$ cat src/rtl/tdi_pkg.sv
// Shared types and constants for the thermal dissipation integral block.
// No dependencies.
`default_nettype none
package tdi_pkg;

	localparam int VALUE_WIDTH_DEF = 32;
	localparam int ACC_WIDTH_DEF   = 64;

	localparam int SPACING_W = 31;
	localparam int DEN_W     = 2 * SPACING_W;
	localparam int QUO_W     = 64;
	localparam int OPND_W    = 64;
	localparam int PROD_W    = 2 * OPND_W;
	localparam int OUT_W     = 32;

	localparam int CFG_IDX_W = 2;
	localparam logic [CFG_IDX_W-1:0] CFG_SPACING_Y      = 2'd0;
	localparam logic [CFG_IDX_W-1:0] CFG_SPACING_Z      = 2'd1;
	localparam logic [CFG_IDX_W-1:0] CFG_INVERSE_VOLUME = 2'd2;

	localparam logic [SPACING_W-1:0] ONE_Q28 = 31'h1000_0000;

	localparam int TERM_W    = 3;
	localparam int NUM_TERMS = 6;

	localparam int OP_W = 3;
	localparam logic [OP_W-1:0] OP_SQ      = 3'd0;
	localparam logic [OP_W-1:0] OP_DEN     = 3'd1;
	localparam logic [OP_W-1:0] OP_VOL1    = 3'd2;
	localparam logic [OP_W-1:0] OP_VOL2    = 3'd3;
	localparam logic [OP_W-1:0] OP_CONTRIB = 3'd4;
	localparam logic [OP_W-1:0] OP_RESULT  = 3'd5;

	typedef struct packed {
		logic              load;
		logic              mul_start;
		logic [OP_W-1:0]   mul_op;
		logic              div_start;
		logic [TERM_W-1:0] term;
	} tdi_cmd_t;

	typedef struct packed {
		logic mul_done;
		logic div_done;
	} tdi_status_t;

endpackage
`default_nettype wire

$ cat src/rtl/tdi_ctrl.sv
// Controller: sequences the six stencil terms, volume scaling and the result.
// Depends on tdi_pkg.
`default_nettype none
module tdi_ctrl
	import tdi_pkg::*;
(
	input  wire logic        clk,
	input  wire logic        arst_n,
	input  wire logic        in_valid,
	output logic             in_ready,
	input  wire logic        last_cell,
	output logic             out_valid,
	input  wire logic        out_ready,
	output tdi_cmd_t         cmd,
	input  wire tdi_status_t status
);

	localparam logic [3:0] S_IDLE     = 4'd0;
	localparam logic [3:0] S_SQ_GO    = 4'd1;
	localparam logic [3:0] S_SQ_WAIT  = 4'd2;
	localparam logic [3:0] S_DEN_GO   = 4'd3;
	localparam logic [3:0] S_DEN_WAIT = 4'd4;
	localparam logic [3:0] S_DIV_GO   = 4'd5;
	localparam logic [3:0] S_DIV_WAIT = 4'd6;
	localparam logic [3:0] S_V1_GO    = 4'd7;
	localparam logic [3:0] S_V1_WAIT  = 4'd8;
	localparam logic [3:0] S_V2_GO    = 4'd9;
	localparam logic [3:0] S_V2_WAIT  = 4'd10;
	localparam logic [3:0] S_CON_GO   = 4'd11;
	localparam logic [3:0] S_CON_WAIT = 4'd12;
	localparam logic [3:0] S_RES_GO   = 4'd13;
	localparam logic [3:0] S_RES_WAIT = 4'd14;

	logic [3:0]        state_q;
	logic [TERM_W-1:0] term_q;
	logic              last_q;
	logic              out_valid_q;

	assign in_ready  = (state_q == S_IDLE);
	assign out_valid = out_valid_q;

	always_comb begin
		cmd.load      = in_valid && in_ready;
		cmd.mul_start = 1'b0;
		cmd.div_start = 1'b0;
		cmd.term      = term_q;
		cmd.mul_op    = OP_SQ;
		case (state_q)
			S_SQ_GO:    begin cmd.mul_op = OP_SQ;      cmd.mul_start = 1'b1; end
			S_SQ_WAIT:  cmd.mul_op = OP_SQ;
			S_DEN_GO:   begin cmd.mul_op = OP_DEN;     cmd.mul_start = 1'b1; end
			S_DEN_WAIT: cmd.mul_op = OP_DEN;
			S_DIV_GO:   cmd.div_start = 1'b1;
			S_V1_GO:    begin cmd.mul_op = OP_VOL1;    cmd.mul_start = 1'b1; end
			S_V1_WAIT:  cmd.mul_op = OP_VOL1;
			S_V2_GO:    begin cmd.mul_op = OP_VOL2;    cmd.mul_start = 1'b1; end
			S_V2_WAIT:  cmd.mul_op = OP_VOL2;
			S_CON_GO:   begin cmd.mul_op = OP_CONTRIB; cmd.mul_start = 1'b1; end
			S_CON_WAIT: cmd.mul_op = OP_CONTRIB;
			S_RES_GO: begin
				cmd.mul_op    = OP_RESULT;
				cmd.mul_start = !out_valid_q;
			end
			S_RES_WAIT: cmd.mul_op = OP_RESULT;
			default: ;
		endcase
	end

	always_ff @(posedge clk or negedge arst_n) begin
		if (!arst_n) begin
			state_q     <= S_IDLE;
			term_q      <= '0;
			last_q      <= 1'b0;
			out_valid_q <= 1'b0;
		end else begin
			if (out_valid_q && out_ready) begin
				out_valid_q <= 1'b0;
			end
			case (state_q)
				S_IDLE: begin
					if (in_valid) begin
						term_q  <= '0;
						last_q  <= last_cell;
						state_q <= S_SQ_GO;
					end
				end
				S_SQ_GO:   state_q <= S_SQ_WAIT;
				S_SQ_WAIT: if (status.mul_done) state_q <= S_DEN_GO;
				S_DEN_GO:  state_q <= S_DEN_WAIT;
				S_DEN_WAIT: if (status.mul_done) state_q <= S_DIV_GO;
				S_DIV_GO:  state_q <= S_DIV_WAIT;
				S_DIV_WAIT: begin
					if (status.div_done) begin
						if (term_q == TERM_W'(NUM_TERMS - 1)) begin
							state_q <= S_V1_GO;
						end else begin
							term_q  <= term_q + 1'b1;
							state_q <= S_SQ_GO;
						end
					end
				end
				S_V1_GO:   state_q <= S_V1_WAIT;
				S_V1_WAIT: if (status.mul_done) state_q <= S_V2_GO;
				S_V2_GO:   state_q <= S_V2_WAIT;
				S_V2_WAIT: if (status.mul_done) state_q <= S_CON_GO;
				S_CON_GO:  state_q <= S_CON_WAIT;
				S_CON_WAIT: begin
					if (status.mul_done) begin
						state_q <= last_q ? S_RES_GO : S_IDLE;
					end
				end
				S_RES_GO: if (!out_valid_q) state_q <= S_RES_WAIT;
				S_RES_WAIT: begin
					if (status.mul_done) begin
						out_valid_q <= 1'b1;
						state_q     <= S_IDLE;
					end
				end
				default: state_q <= S_IDLE;
			endcase
		end
	end

endmodule
`default_nettype wire

$ cat config.mk
export PLATFORM = sky130hd
export DESIGN_NAME = tdi_ctrl
export DESIGN_NICKNAME = d
export VERILOG_FILES = /design/src/rtl/tdi_pkg.sv /design/src/rtl/tdi_ctrl.sv
export SDC_FILE = /design/constraint.sdc
export NUM_CORES = 1
export LEC_CHECK = 0
export ABC_AREA = 1
export ABC_CLOCK_PERIOD_IN_PS = 1250
export BUFFER_PORTS_ARGS = -buffer_cell sky130_fd_sc_hd__buf_2
export CORE_UTILIZATION = 40
export CTS_BUF_LIST = sky130_fd_sc_hd__clkbuf_8
export DETAILED_ROUTE_END_ITERATION = 10
export PLACE_DENSITY = 0.65
export SLEW_MARGIN = 25
export SYNTH_ARGS = -nofsm -noshare
export SYNTH_HDL_FRONTEND = slang
export SYNTH_SLANG_ARGS = --single-unit
$ cat constraint.sdc
create_clock -name clk -period 1.25 [get_ports clk]
set_input_delay 0 -clock clk [delete_from_list [all_inputs] [get_ports clk]]
set_output_delay 0 -clock clk [all_outputs]
set_load 0.05 [all_outputs]
Word level (Yosys, flattened, before mapping)
Cells that the tools add are included.
Storage, ports and cells
  bits in registers: 9
  input bits: 7
  output and inout port bits: 11
  word-level logic and storage cells: 66
Cells by class
  $add $sub $neg: 1
  equality and inequality tests: 25
  muxes and demuxes: 22
  reductions and logical operators: 14
Operators by type and width (number)
  4-bit one-hot mux with 15 select lines: 1
  4-bit two-way mux: 10
  4-bit equality test, second input constant: 7
  2-bit != test, second input constant: 10
  4-bit by 3-bit equality test with 1-bit output, second input constant: 4
  3-bit one-hot mux with 5 select lines: 1
  3-bit two-way mux: 4
  2-bit OR reduction: 5
  9-bit AND reduction: 1
  4-bit by 2-bit equality test with 1-bit output, second input constant: 2
  3-bit one-hot mux with 2 select lines: 1
  5-bit OR reduction: 1
  4-bit by 1-bit equality test with 1-bit output, second input constant: 1
  4-bit logical NOT: 1
  1-bit two-way mux: 4
  4-bit AND reduction: 1
  3-bit by 1-bit adder with 3-bit output, second input constant: 1
  3-bit equality test, second input constant: 1
  1-bit logical AND: 2
  1-bit one-hot mux with 2 select lines: 1
  2-bit AND reduction: 1
  2-bit nonzero test: 1
  1-bit logical NOT: 1

Longest topological paths before layout
  word-level depth: 4
  mapped depth: 8
  gate-level depth less buffers: 8

Least setup slack after synthesis
No wires, ideal clock.
  path type: reg-to-output
  from: register state_q[0]
  to: output port cmd[4] (netlist name)
  arrival time: 2.420 ns
  path slack: -1.170 ns
  stages on the path, launching flop included: 4
  path buffers: 0
  path through: dfrtp_1 -> nand2_1 -> inv_2 -> o311ai_0
RTL lines
  start, declared: line tdi_ctrl.sv:34  | logic [3:0] state_q;
  start signal, assigned: line tdi_ctrl.sv:109  | state_q <= last_q ? S_RES_GO : S_IDLE;
  end, declared: line tdi_ctrl.sv:14  | output tdi_cmd_t cmd,

==> impl_metrics.csv <==
group,metric,value,unit
run_status,status,"finished, violations left",
run_status,violations,"negative setup slack",
worst_setup_path,crit_path_start,"state_q[1]$_DFFE_PN0P_",
sta,finalCritPeriodShare,110,%
job,maxCapViolCount,0,
drt,top_layer_used,"met4",
yosys,yosysSeqAreaShare,31.6,%
worst_setup_path,cp_num_cells,4,
global_routing,grt_pass1_wl,3.48,mm
yosys,synthTopCellsByArea,"dfrtp_1 (32%), nand2_1 (18%), inv_1 (5.3%)",
worst_setup_path,end_kind,"output port",
drt,routedWlPerCell,13.7,µm
sta,holdWs,149,ps
pwr,irDropWorstVdd,0.00172,V
layout,diodes,0,
drt,wl_met2,992,µm
yosys,yosys_warnings,0,
drt,via_count,801,
sta,fin_skew,3.95,ps
drt,wl_met1,894,µm
worst_setup_path,cp_num_buf_inv,1,
clock_tree,cts.clk_slew.worst_paths,50,ps
drt,antenna_left,0,
drt,met3_wirelength,173,µm
place,place.gp.congestion,0.883,
drt,firstDrtPassIters,6,
worst_setup_path,required,1250,ps
worst_setup_path,crit_path_top_delay_cell,"dfrtp_2",
worst_setup_path,reg2reg_slack,-100,ps
sta,hold_violations,0,
worst_setup_path,path_max_fanout,5,
global_routing,grt_util_all_layers,25.0,%
yosys,synth_cell_types,22,
global_routing,antenna_found_initial,0,
global_routing,grt_max_degree,10,
worst_setup_path,start_kind,"flop",
die,fp.dieH,44.2,µm
layout,areaGrowthSynthToFinish,67.1,%
place,place_inst,142,
layout,fin_nets,147,
yosys,synth_area,712,µm²
worst_setup_path,worstPathCellList,"nor2_4 > nand2_2 > o311ai_2 > buf_6",
drt,drt_iter0_drc,35,
sta,worstMarginPinSlew,260,ps
clock_tree,clockRootBuffer,"clkbuf_8",
die,ioPinCount,18,
layout,fin_cells,153,
worst_setup_path,reg2reg_from,"state_q[1]$_DFFE_PN0P_",
hold_path,hold_class,"in2async",
place,post-place-ws,-52.1,ps
clock_tree,clk-insertion-delay-late,240,ps
yosys,synth-edff-count,0,
clock_tree,clk_path_buf_depth,2,
clock_tree,cts_buffers,3,
sta,fmax,0.730,GHz
yosys,yosysTopAreaCellShare,31.6,%
sta,finalSetupTns,-1240,ps
sta,slew_headroom,82.6,%
die,die_x,44.2,µm
worst_setup_path,crit_family,"flip-flops",
clock_tree,cts.sinks,9,
pwr,p_leak,0.000615,µW
worst_setup_path,rr_endpoint,"last_q$_DFFE_PN0P_",
yosys,syn_nets,111,
sta,final.setup.worst_slack,-120,ps
sta,period_minus_slack,1370,ps
drt,drc,0,
layout,drive_above_1_share,59.1,%
yosys,yosys.area.top_type,"dfrtp_1",
sta,drv_slew,0,
die,fp.dieArea,1950,µm²
yosys,avgSynthCellArea,6.98,µm²
worst_setup_path,cp_data_arrival_time,1370,ps
die,initial_utilization,45.2,%
clock_tree,cts_tree,"built",
yosys,ys_ff_latch,9,
die,rows,14,
pwr,fin_total_pwr,3040,µW
worst_setup_path,ff2ff_path_depth,4,
layout,fillCellCount,106,
clock_tree,htree_levels,1,
die,core,1580,µm²
pwr,cellPowerDensity,2560,nW/µm²
yosys,synthCells,102,
place,post-dp-hpwl,1.52,mm
worst_setup_path,cpPeakStageDelay,480,ps
yosys,dominantRegCellSynth,"dfrtp_1",
sta,setup_viol,15,
worst_setup_path,cp-endpoint,"cmd[4]",
global_routing,gr-total-overflow,0,
sta,rsz0062_at_grt,"yes",
worst_setup_path,crit_type,"reg2out",
place,io_buffers,17,
global_routing,grt_pass1_vias,766,
drt,drt-vias-per-instance,5.24,
yosys,async_flop_share,100,%
drt,routed_wl,2.09,mm
## power breakdown
part	internal [µW]	leakage, µW	switching [µW]
logic	848	0.000478	1270
clock network	215	0.0000269	124
registers	391	0.000110	193
## final cells by class
cell class                 count  area (µm²)  area share (%)
clock inverter                 1        3.75           0.315
timing repair buffer          31         260            21.9
sequential                     9         233            19.6
tap                           16        20.0            1.68
inverter                      18        75.1            6.31
multi-input combinational     75         557            46.8
clock buffer                   3        41.3            3.47
## logic make-up (layout without fill, tap and decap cells)
logic type / count (synthesis) / count (layout) / share of synthesized area [%]
compound gates: 10 / 10 / 10.5
xor+xnor: 1 / 1 / 1.23
fa+ha+maj: 2 / 2 / 3.51
buf+inv: 18 / 53 / 9.49
flops: 9 / 9 / 31.6
mux: 1 / 1 / 1.58
simple gates: 61 / 61 / 42.0
## state kept, by name (all words and copies together) (netlist names)
name / count
out_valid: 1
term_q: 3
last_q: 1
state_q: 4
## worst min path at each step
stage               startpoint                   to  cells after the start
global route            arst_n  out_valid$_DFF_PN0_                      2
finish                  arst_n  out_valid$_DFF_PN0_                      2
global placement        arst_n  out_valid$_DFF_PN0_                      1
CTS                     arst_n  out_valid$_DFF_PN0_                      2
detailed placement      arst_n  out_valid$_DFF_PN0_                      1
floorplan               arst_n   last_q$_DFFE_PN0P_                      0
## through the flow
stage | util [%] | area, µm²
final | 75.5 | 1190
after global placement | 59.9 | 945
after CTS | 73.6 | 1160
after detailed placement | 59.9 | 945
after floorplan | - | 787
after global routing | 75.5 | 1190
## layout by cell type, fill, tap and decap left out, types with 2 or more instances in the layout
| master | instances |
|---|---|
| buf_2 | 10 |
| buf_4 | 9 |
| buf_6 | 6 |
| buf_8 | 3 |
| clkbuf_8 | 3 |
| dfrtp_1 | 3 |
| dfrtp_2 | 6 |
| dlygate4sd3_1 | 3 |
| inv_1 | 7 |
| inv_2 | 9 |
| inv_4 | 3 |
| nand2_1 | 26 |
| nand2_2 | 8 |
| nand2_4 | 3 |
| nand3_1 | 4 |
| nand3_2 | 4 |
| nand4_1 | 2 |
| nor2_1 | 3 |
| nor2_4 | 9 |
| o21ai_1 | 3 |
| or2_1 | 2 |
## synthesized netlist by cell type (2+ instances only)
library cell,n
or2_1,2
inv_1,10
nand2_2,3
nor2_2,5
o21ai_1,3
nand3_1,5
nand4_1,2
nor2_1,5
nand3_2,3
dfrtp_1,9
o21ai_2,2
nor2_4,2
inv_2,8
ha_1,2
nand2_1,34
## per-layer routing
| layer | vias to the layer above | track usage, % |
|---|---|---|
| li1 | 393 | - |
| met1 | 360 | 34.4 |
| met2 | 43 | 40.0 |
| met3 | 5 | 3.67 |
| met4 | 0 | 9.09 |
| met5 | - | 0 |
## repair_timing
action,4_1_cts,5_1_grt
hold buffers,3,0
setup buffers,4,0
resized for setup,31,8
hold endpoints to repair,11,0
endpoints found under the setup margin,15,15
pin swaps,8,9
(Power assumes the default switching activity.)
